File: config.mk
export PLATFORM = sky130hd
export DESIGN_NAME = yuv422_to_rgb565_pair
export DESIGN_NICKNAME = d
export VERILOG_FILES = /design/src/sv/yuvrgb_pkg.sv /design/src/sv/yuvrgb_chroma.sv /design/src/sv/yuvrgb_lane.sv /design/src/sv/yuvrgb_merge.sv /design/src/sv/yuv422_to_rgb565_pair.sv
export SDC_FILE = /design/constraint.sdc
export NUM_CORES = 1
export LEC_CHECK = 0
export ABC_AREA = 1
export BUFFER_PORTS_ARGS = -buffer_cell sky130_fd_sc_hd__buf_2
export CORE_UTILIZATION = 25
export CTS_CLUSTER_SIZE = 40
export DETAILED_ROUTE_END_ITERATION = 8
export HOLD_SLACK_MARGIN = 0.03
export PLACE_DENSITY = 0.36
export SKIP_LAST_GASP = 1
export SYNTH_ARGS = -nofsm -noshare
export SYNTH_HDL_FRONTEND = slang
export SYNTH_SLANG_ARGS = --single-unit
File: constraint.sdc
create_clock -name clock -period 6.1 [get_ports clock]
set_input_delay 0 -clock clock [delete_from_list [all_inputs] [get_ports clock]]
set_output_delay 0 -clock clock [all_outputs]
set_load 0.05 [all_outputs]
File: src/sv/yuvrgb_pkg.sv
`timescale 1ns / 1ps
`default_nettype none
// ----------------------------------------------------------------------------
// yuvrgb_pkg
// Shared types and fixed coefficients for the YUYV to RGB565 pair converter.
// ----------------------------------------------------------------------------
package yuvrgb_pkg;

   // Signed width that holds every channel sum before the shift by 8
   localparam int SUM_W = 18;

   localparam logic signed [SUM_W-1:0] LUMA_K    = SUM_W'(298);
   localparam logic signed [SUM_W-1:0] LUMA_OFS  = SUM_W'(16);
   localparam logic signed [SUM_W-1:0] RED_V_K   = SUM_W'(409);
   localparam logic signed [SUM_W-1:0] GRN_U_K   = SUM_W'(100);
   localparam logic signed [SUM_W-1:0] GRN_V_K   = SUM_W'(208);
   localparam logic signed [SUM_W-1:0] BLU_U_K   = SUM_W'(420);
   localparam logic signed [SUM_W-1:0] ROUND_K   = SUM_W'(128);
   localparam logic        [7:0]       CHROMA_OFS = 8'h80;
   localparam logic        [7:0]       CHAN_MAX   = 8'hff;

   // Chroma contributions shared by both lanes, rounding term folded in
   typedef struct packed {
      logic signed [SUM_W-1:0] red;
      logic signed [SUM_W-1:0] green;
      logic signed [SUM_W-1:0] blue;
   } chroma_terms_type;

endpackage
`default_nettype wire

File: src/sv/yuvrgb_chroma.sv
`timescale 1ns / 1ps
`default_nettype none
// ----------------------------------------------------------------------------
// yuvrgb_chroma
// Registers the U/V contributions to R, G and B once per pixel pair.
// ----------------------------------------------------------------------------
module yuvrgb_chroma (
   input  wire logic                         clock,
   input  wire logic [7:0]                   chroma_blue,
   input  wire logic [7:0]                   chroma_red,
   output yuvrgb_pkg::chroma_terms_type      terms
);

   logic signed [yuvrgb_pkg::SUM_W-1:0] d_ext;
   logic signed [yuvrgb_pkg::SUM_W-1:0] e_ext;
   yuvrgb_pkg::chroma_terms_type        terms_in;
   yuvrgb_pkg::chroma_terms_type        terms_ff;

   // Flipping the MSB turns the offset-128 sample into its signed value
   always_comb begin
      d_ext = yuvrgb_pkg::SUM_W'(signed'(chroma_blue ^ yuvrgb_pkg::CHROMA_OFS));
      e_ext = yuvrgb_pkg::SUM_W'(signed'(chroma_red ^ yuvrgb_pkg::CHROMA_OFS));
      terms_in.red   = e_ext * yuvrgb_pkg::RED_V_K + yuvrgb_pkg::ROUND_K;
      terms_in.green = yuvrgb_pkg::ROUND_K - d_ext * yuvrgb_pkg::GRN_U_K
                       - e_ext * yuvrgb_pkg::GRN_V_K;
      terms_in.blue  = d_ext * yuvrgb_pkg::BLU_U_K + yuvrgb_pkg::ROUND_K;
   end

   always_ff @(posedge clock) begin
      terms_ff <= terms_in;
   end

   assign terms = terms_ff;

endmodule
`default_nettype wire

File: src/sv/yuvrgb_lane.sv
`timescale 1ns / 1ps
`default_nettype none
// ----------------------------------------------------------------------------
// yuvrgb_lane
// One pixel: luma product, channel sums, clamp to 0..255 and RGB565 pack.
// ----------------------------------------------------------------------------
module yuvrgb_lane (
   input  wire logic                         clock,
   input  wire logic [7:0]                   luma,
   input  wire yuvrgb_pkg::chroma_terms_type terms,
   output logic [15:0]                       pixel
);

   logic signed [yuvrgb_pkg::SUM_W-1:0] c_ext;
   logic signed [yuvrgb_pkg::SUM_W-1:0] luma_term_in;
   logic signed [yuvrgb_pkg::SUM_W-1:0] luma_term_ff;
   logic signed [yuvrgb_pkg::SUM_W-1:0] sum_r;
   logic signed [yuvrgb_pkg::SUM_W-1:0] sum_g;
   logic signed [yuvrgb_pkg::SUM_W-1:0] sum_b;
   logic [7:0]                          chan_r;
   logic [7:0]                          chan_g;
   logic [7:0]                          chan_b;
   logic [15:0]                         pixel_in;
   logic [15:0]                         pixel_ff;

   function automatic logic [7:0] clamp_chan(input logic [yuvrgb_pkg::SUM_W-1:0] s);
      logic [7:0] res;
      // negative sums clamp to zero; bit 16 set means >> 8 exceeds 255
      if (s[yuvrgb_pkg::SUM_W-1]) begin
         res = '0;
      end else if (s[16]) begin
         res = yuvrgb_pkg::CHAN_MAX;
      end else begin
         res = s[15:8];
      end
      return res;
   endfunction

   always_comb begin
      c_ext = signed'(yuvrgb_pkg::SUM_W'(luma)) - yuvrgb_pkg::LUMA_OFS;
      luma_term_in = c_ext * yuvrgb_pkg::LUMA_K;
   end

   always_ff @(posedge clock) begin
      luma_term_ff <= luma_term_in;
   end

   always_comb begin
      sum_r    = luma_term_ff + terms.red;
      sum_g    = luma_term_ff + terms.green;
      sum_b    = luma_term_ff + terms.blue;
      chan_r   = clamp_chan(sum_r);
      chan_g   = clamp_chan(sum_g);
      chan_b   = clamp_chan(sum_b);
      pixel_in = {chan_r[7:3], chan_g[7:2], chan_b[7:3]};
   end

   always_ff @(posedge clock) begin
      pixel_ff <= pixel_in;
   end

   assign pixel = pixel_ff;

endmodule
`default_nettype wire

File: src/sv/yuvrgb_merge.sv
`timescale 1ns / 1ps
`default_nettype none
// ----------------------------------------------------------------------------
// yuvrgb_merge
// Combines the two lane pixels into four output bytes in the chosen order.
// ----------------------------------------------------------------------------
module yuvrgb_merge (
   input  wire logic        clock,
   input  wire logic        swap,
   input  wire logic [15:0] pixel_first,
   input  wire logic [15:0] pixel_second,
   output logic      [31:0] bytes
);

   logic [31:0] bytes_in;
   logic [31:0] bytes_ff;

   always_comb begin
      if (swap) begin
         bytes_in = {pixel_first[7:0], pixel_first[15:8],
                     pixel_second[7:0], pixel_second[15:8]};
      end else begin
         bytes_in = {pixel_first, pixel_second};
      end
   end

   always_ff @(posedge clock) begin
      bytes_ff <= bytes_in;
   end

   assign bytes = bytes_ff;

endmodule
`default_nettype wire

File: src/sv/yuv422_to_rgb565_pair.sv
`timescale 1ns / 1ps
`default_nettype none
// ----------------------------------------------------------------------------
// yuv422_to_rgb565_pair
// YUYV pixel pair to two RGB565 pixels, four bytes, with frame end marker.
//
//   channel   ports                          handshake
//   input     req_* fields, start            transfer when start && !busy
//   result    rsp_* fields                   rsp_strobe, one cycle, no stall
//   config    csr_wr_en, csr_wr_data         write on csr_wr_en
//
// The pipeline registers, in order: chroma and luma products, channel sums with clamp
// and pack in each lane, then the byte order merge register.
// One pixel pair is taken every cycle; busy stays low.
// Synchronous reset clears the valid pipeline and the byte order register.
// Results cannot be held off, so nothing stalls inside the pipeline.
// ----------------------------------------------------------------------------
module yuv422_to_rgb565_pair (
   input  wire logic       clock,
   input  wire logic       reset,
   input  wire logic       start,
   output logic            busy,
   input  wire logic [7:0] req_luma_first,
   input  wire logic [7:0] req_chroma_blue,
   input  wire logic [7:0] req_luma_second,
   input  wire logic [7:0] req_chroma_red,
   input  wire logic       req_frame_end_in,
   output logic            rsp_strobe,
   output logic [7:0]      rsp_out_byte0,
   output logic [7:0]      rsp_out_byte1,
   output logic [7:0]      rsp_out_byte2,
   output logic [7:0]      rsp_out_byte3,
   output logic            rsp_frame_end_out,
   input  wire logic       csr_wr_en,
   input  wire logic       csr_wr_data
);

   localparam int DEPTH = 3;

   yuvrgb_pkg::chroma_terms_type terms;
   logic [15:0]      pixel_first;
   logic [15:0]      pixel_second;
   logic [31:0]      bytes;
   logic             swap_ff;
   logic             swap_in;
   logic [DEPTH-1:0] valid_ff;
   logic [DEPTH-1:0] valid_in;
   logic [DEPTH-1:0] frame_end_ff;
   logic [DEPTH-1:0] frame_end_in;
   logic             accept;

   assign busy   = 1'b0;
   assign accept = start && !busy;

   always_comb begin
      swap_in      = csr_wr_en ? csr_wr_data : swap_ff;
      valid_in     = {valid_ff[DEPTH-2:0], accept};
      frame_end_in = {frame_end_ff[DEPTH-2:0], req_frame_end_in};
   end

   always_ff @(posedge clock) begin
      if (reset) begin
         swap_ff  <= 1'b0;
         valid_ff <= '0;
      end else begin
         swap_ff  <= swap_in;
         valid_ff <= valid_in;
      end
   end

   always_ff @(posedge clock) begin
      frame_end_ff <= frame_end_in;
   end

   yuvrgb_chroma u_chroma (
      .clock       (clock),
      .chroma_blue (req_chroma_blue),
      .chroma_red  (req_chroma_red),
      .terms       (terms)
   );

   yuvrgb_lane u_lane_first (
      .clock (clock),
      .luma  (req_luma_first),
      .terms (terms),
      .pixel (pixel_first)
   );

   yuvrgb_lane u_lane_second (
      .clock (clock),
      .luma  (req_luma_second),
      .terms (terms),
      .pixel (pixel_second)
   );

   yuvrgb_merge u_merge (
      .clock        (clock),
      .swap         (swap_ff),
      .pixel_first  (pixel_first),
      .pixel_second (pixel_second),
      .bytes        (bytes)
   );

   assign rsp_strobe        = valid_ff[DEPTH-1];
   assign rsp_frame_end_out = frame_end_ff[DEPTH-1];
   assign rsp_out_byte0     = bytes[31:24];
   assign rsp_out_byte1     = bytes[23:16];
   assign rsp_out_byte2     = bytes[15:8];
   assign rsp_out_byte3     = bytes[7:0];

`ifndef SYNTHESIS
   a_transfer_yields_result: assert property (@(posedge clock) disable iff (reset)
      start |-> ##3 rsp_strobe)
      else $error("accepted pair produced no result");

   a_result_has_source: assert property (@(posedge clock) disable iff (reset)
      rsp_strobe |-> $past(start, 3))
      else $error("result without a transfer three cycles earlier");

   a_frame_end_follows: assert property (@(posedge clock) disable iff (reset)
      rsp_strobe |-> rsp_frame_end_out == $past(req_frame_end_in, 3))
      else $error("frame end marker out of step with its pair");

   a_swap_mirrors_bytes: assert property (@(posedge clock) disable iff (reset)
      (rsp_strobe && $stable(swap_ff) && $past(swap_ff) && $past(pixel_first) == 16'h00ff)
      |-> rsp_out_byte0 == 8'hff && rsp_out_byte1 == 8'h00)
      else $error("low byte first order not applied");
`endif

endmodule
`default_nettype wire
==> reports/metrics.csv, run 1 <==
metric,value,unit
Sink Count,153,
skew final,0.01921,ns
#FFs+latches synth,153,
CP arrival,4.66,ns
number of CTS-inserted buffers,17,
vias per std cell,4.326,
HP Class,in2reg,
DRC,0,
status,finished clean,
maximum VDD drop,0.2187,mV
pwr/cell area,573.9,nW/µm²
worst reg2reg startpoint,u_lane_first.luma_term_ff[10],
Worst Setup SP,req_chroma_blue[1],
# fillers,6824,
HPWL Detailed,39.05,mm
Final min period,4.322,ns
syn avg cell area,7.366,µm²
hold path start,req_chroma_red[0],
Synth async-reset ratio,0,%
adder-cell share of the synthesized area,33.25,%
1st-iter DRT viols,507,
Unique masters post-synth,38,
Ant. Diodes,0,
largest family of logic cells by synthesized area,adder cells,
Area Overhead vs Synth,14.05,%
final core utilization,28.83,%
Mapped Nets,2537,
Tot GR Track Use,14.19,%
Total Power,10.21,mW
top-area cell type share of the netlist area,26.06,%
setup bufs post-CTS,0,
final wirelength,43.89,mm
clock root buffer,clkbuf_16,
CTS H-tree depth,4,
startpoint types,input port,
ys flop type,dfxtp_1,
largest net degree at the start of global routing,66,
Core Box Area,61710,µm²
Final Wtd Congestion,0.8215,
crit end category,flop,
height of the die,251.8,µm
Final Worst Setup Slack,1.778,ns
Simple-Gate Fraction of Synth Area,21.79,%
Site Rows,91,
number of global-route vias before repair,12980,
CTS Buffer Depth,2,
initial core utilization,25.28,%
most frequent cells in the layout,"446 x nand2_1, 364 x inv_1, 325 x ha_1",
Final Hold Fails,0,
Post-Place Worst Slack,1.922,ns
total gr overflow,0,
proportion of layout cells with a drive suffix above 1,5.155,%
CTS tree,yes,
Synth Area in Compound Gates,10.67,%
XOR/XNOR share of the synthesized area,5.446,%
Port Buffers,71,
RSZ-0062 raised after global routing,no,
Cells after Synth,2118,
Pins Over Slew Limit,0,
Pleak,9.550,nW
Routed wire per std cell,14.31,µm
vias after detailed routing,13270,
Slew @ Worst Pin,0.9805,ns
final instance area,17790,µm²
Slew headroom,34.63,%
max-cap violation count,0,
Final Cycle Share,70.85,%
DP Area,16950,µm²
fin cells,3068,
number of enable flip-flop cells after synthesis,0,
sequential share of the synthesized area,19.63,%
synthesized area,15600,µm²
die area,63410,µm²
# IOs,73,
post-route ant nets,0,
cell taking the most area after synthesis,ha_1,
fmax,231.4,MHz
synth top area cells,"ha_1 26%, dfxtp_1 20%, nand2_1 11%",
layout net count,2637,
initial antenna violation count,0,
setup violators final,0,
worst path required time,6.44,ns
first-pass GRT wire length,69.70,mm
Clock transition at path regs,0.06,ns
Placed Cells incl. Taps,3015,
Skew-Pair Late Insertion Delay,0.45,ns
yosys warns,0,
Setup CP Type,in2reg,
worst-path maximum fanout,6,
worst hold slack,0.06729,ns
"leading cell type in the layout, fill and taps excluded",nand2_1,
post-synthesis mux area share,0.06416,%
final setup TNS,0,ns
Die W,251.8,µm
DRT Pass-1 Iters,5,
sequential cells by signal, indices dropped and copies added (netlist names):
name and count:
frame_end_ff 3, u_lane_second.pixel 16, u_chroma.terms 48, valid_ff 3
u_lane_second.luma_term_ff 17, u_lane_first.pixel 16, u_lane_first.luma_term_ff 17, swap_ff 1
u_merge.bytes 32
cell usage after synthesis (20+ instances only):
cell type,instances
inv_1,364
nand2_1,446
o21ai_0,66
a21oi_1,162
nand3_1,126
nor2_1,158
fa_1,56
nand4_1,20
nor3_1,24
xnor2_1,27
dfxtp_1,153
ha_1,325
xor2_1,70
worst paths after layout:
kind | end | slack (ns) | cells past startpoint
hold / removal | u_chroma.terms[40] | 0.07 | 3
setup reg to reg | u_lane_first.pixel[10] | 3.96 | 8
hold reg to reg | frame_end_ff[1] | 0.33 | 0
setup / recovery | u_chroma.terms[34] | 1.78 | 23
cell type report:
class	count	area, µm²	area share [%]
Multi-Input combinational cell	1589	11120	62.47
Clock inverter	10	166.4	0.9352
Tap cell	837	1047	5.886
Timing Repair Buffer	92	565.5	3.178
Inverter	365	1370	7.700
Sequential cell	153	3064	17.22
Clock buffer	22	464.2	2.609
worst max-delay path: stages:
cell	delay, ns
dlygate4sd3_1	0.54
buf_2	0.16
ha_1	0.33
inv_1	0.07
fa_1	0.50
inv_1	0.04
ha_1	0.28
ha_1	0.22
inv_1	0.08
fa_1	0.20
inv_1	0.05
a31oi_1	0.36
o211ai_1	0.13
nand2_1	0.09
xor2_1	0.22
ha_1	0.28
ha_1	0.37
nand2_1	0.14
nor2_1	0.07
a221oi_1	0.33
nand2_1	0.08
nand2_1	0.06
nand2_1	0.05
metal layers:
metal / share of wire, % / track usage (%) / vias to the layer above / routed length, µm
li1: - / - / 7114 / -
met5: 0 / 0 / - / 0
met1: 50 / 18.92 / 6030 / 21870
met3: 1.7 / 1.774 / 17 / 730
met2: 48 / 24.59 / 112 / 20880
met4: 0.91 / 2.476 / 0 / 401
kinds of logic after synthesis:
group           after synthesis
mux                           1
other cells                   1
compound gates              300
flops                       153
simple gates                809
xor+xnor                     97
buf+inv                     376
fa+ha+maj                   381
what timing repair did:
item | 4_1_cts | 5_1_grt
resized for setup | 0 | 0
hold buffers | 21 | 0
hold endpoints to repair | 22 | 0
power by group:
group	internal, mW	switching (mW)	total, mW
clock	0.708	0.434	1.14
sequential	1.49	0.457	1.94
combinational	2.49	4.63	7.13
total	4.69	5.52	10.2
(Power assumes the default switching activity.)
==> inputs of run 2 (changes only) <==
Settings changed: ABC_AREA 1 to 0, PLACE_DENSITY 0.36 to 0.38.
Clock period 6.1 ns to 3.95 ns, I/O delays scaled along.
==> reports/metrics.csv, run 2 <==
metric,value,unit
"leading cell type in the layout, fill and taps excluded",ha_1,
yosys warns,0,
number of global-route vias before repair,10580,
skew final,0.01196,ns
CTS H-tree depth,4,
Placed Cells incl. Taps,2356,
most frequent cells in the layout,"323 x ha_1, 187 x inv_1, 153 x dfxtp_1",
Core Box Area,54240,µm²
startpoint types,input port,
DRC,0,
setup violators final,0,
final setup TNS,0,ns
worst path required time,4.27,ns
HP Class,in2reg,
Skew-Pair Late Insertion Delay,0.44,ns
most frequent CP cell,ha_1,
Slew headroom,55.12,%
Critical Path Slowest Stage Cell,fa_1,
final core utilization,31.20,%
XOR/XNOR share of the synthesized area,8.427,%
synth top area cells,"ha_1 29%, dfxtp_1 22%, fa_1 8.1%",
# IOs,73,
largest family of logic cells by synthesized area,adder cells,
final wirelength,34.30,mm
worst reg2reg startpoint,u_lane_first.luma_term_ff[6],
Synth async-reset ratio,0,%
worst-path maximum fanout,3,
Final Hold Fails,0,
sequential power share,19.7,%
number of enable flip-flop cells after synthesis,0,
Die W,237.1,µm
worst hold slack,0.03344,ns
sw frac,47.22,%
Final Wtd Congestion,0.8212,
Unique masters post-synth,68,
Port Buffers,71,
Hold Path Depth,3,
pwr/cell area,869.0,nW/µm²
max-cap violation count,0,
hold worst-path end,u_lane_first.luma_term_ff[4],
Mapped Nets,1875,
crit-path cells,buf_2 > ha_1 > inv_1 > fa_1 > inv_1 > ha_1 > ha_1 > inv_1 > fa_1 > nor2b_1 > o21a_1 > o21ai_0 > a21oi_1 > a21o_1 > a21o_1 > xnor2_1 > ha_1 > ha_1 > or2_2 > a21oi_2 > a21oi_1 > xnor2_1,
Pins Over Slew Limit,0,
clock root buffer,clkbuf_16,
number of CTS-inserted buffers,17,
Area Overhead vs Synth,22.44,%
synth cell count leaders,"325 x ha_1, 187 x inv_1, 153 x dfxtp_1",
Simple-Gate Fraction of Synth Area,9.341,%
1st-iter DRT viols,314,
DRT Pass-1 Iters,4,
Setup CP Type,in2reg,
Final Cycle Share,94.65,%
Clock power frac,10.8,%
DP Area,16110,µm²
max incr delay on CP,0.50,ns
#FFs+latches synth,153,
Sink Count,153,
CTS Buffer Depth,2,
Total Power,14.71,mW
die area,56240,µm²
proportion of layout cells with a drive suffix above 1,17.55,%
Post-Place Worst Slack,-0.2641,ns
setup bufs post-CTS,0,
synthesized area,13820,µm²
Routed wire per std cell,14.26,µm
fmax,267.5,MHz
CP top delay family,adder cells,
fin cells,2405,
Slew @ Worst Pin,0.6686,ns
Cells after Synth,1456,
CP arrival,4.06,ns
hold path start,req_luma_first[3],
sequential share of the synthesized area,22.16,%
Crit. path cell count,22,
vias per std cell,4.367,
CTS tree,yes,
largest net degree at the start of global routing,34,
max reg flops,48,
total gr overflow,0,
layout net count,2117,
Tot GR Track Use,12.54,%
vias after detailed routing,10500,
worst path bufs/invs,4,
post-route ant nets,0,
reg-to-reg endpoint,u_lane_first.pixel[8],
status,finished clean,
Synth Area in Compound Gates,13.88,%
maximum VDD drop,0.3922,mV
cell with the most instances after synthesis,ha_1,
syn avg cell area,9.494,µm²
post-synthesis mux area share,3.213,%
final instance area,16930,µm²
Site Rows,85,
HPWL Detailed,30.07,mm
initial antenna violation count,1,
ys flop type,dfxtp_1,
Combinational Power Share,69.5,%
Internal,7.763,mW
adder-cell share of the synthesized area,37.60,%
crit end category,flop,
Ant. Diodes,0,
cell taking the most area after synthesis,ha_1,
top-area cell type share of the netlist area,29.42,%
Final Worst Setup Slack,0.2114,ns
initial core utilization,25.49,%
RSZ-0062 raised after global routing,yes,
Reg2Reg Depth,8,
Clock transition at path regs,0.07,ns
Final min period,3.739,ns
first-pass GRT wire length,55.49,mm
height of the die,237.1,µm
Pleak,8.440,nW
NetSw,6.945,mW
r2r setup slk,0.95,ns
## run 2: cell types whose count changed in the layout (fill, tap and decap cells not counted), moves of 21 or more
cell     change
a21oi_1     -60
buf_4      +141
inv_1      -177
mux2_2      +35
nand2_1    -394
nand3_1    -110
nor2_1      -83
o21a_1      +21
xnor2_1     +46
## run 2: layout make-up
| type | count | area [µm²] |
|---|---|---|
| well taps | 696 | 870.8 |
| repair buffers | 232 | 1624 |
| multi-input cells | 1107 | 10090 |
| inverters | 187 | 701.9 |
| clock inverters | 13 | 146.4 |
| clock buffers | 17 | 425.4 |
| fillers | 5660 | 37310 |
| flip-flops and latches | 153 | 3063 |
## run 2: cell families after synthesis
logic type / after synthesis
other: 1
and+or+nand+nor: 257
adders and majority gates: 382
AOI/OAI and AO/OA: 294
muxes: 40
DFF: 153
buffers and inverters: 196
xor gates and xnor gates: 133
## run 2: power groups by stage
stage	logic (mW)	registers [mW]	clock network (mW)
2_1_floorplan	6.53	3.23	0
3_3_place_gp	10.1	2.95	0
3_5_place_dp	10.1	2.95	0
4_1_cts	10.3	2.92	1.65
5_1_grt	11.5	2.96	1.71
6_report	10.2	2.89	1.59
## run 2: worst register-to-register path: cells and delay by family, from the launching register on
family          cells  cell delay, ns
flops               1            0.44
fa+ha+maj           1            0.29
compound gates      7            2.12
## run 2: worst max-delay path by stage
stage                                  start                       endpoint
final                     req_chroma_blue[1]             u_chroma.terms[35]
after global routing      req_chroma_blue[1]             u_chroma.terms[35]
after CTS                 req_chroma_blue[0]             u_chroma.terms[35]
after detailed placement  req_chroma_blue[2]             u_chroma.terms[35]
after global placement    req_chroma_blue[1]             u_chroma.terms[35]
after floorplan            req_luma_first[4]  u_lane_first.luma_term_ff[17]
## run 2: layer usage
metal,global-route usage (%),share of wire (%),vias to the layer above
met4,3.011,1.2,0
met3,1.568,1.9,20
met5,0,0,-
li1,-,-,5579
met1,17.00,51,4798
met2,21.05,46,105
## run 2: repair_timing
| item | CTS | global route |
|---|---|---|
| endpoints found under the hold margin | 22 | 0 |
| resized for setup | 0 | 10 |
| setup endpoints to repair | 0 | 6 |
| hold buffers | 19 | 0 |
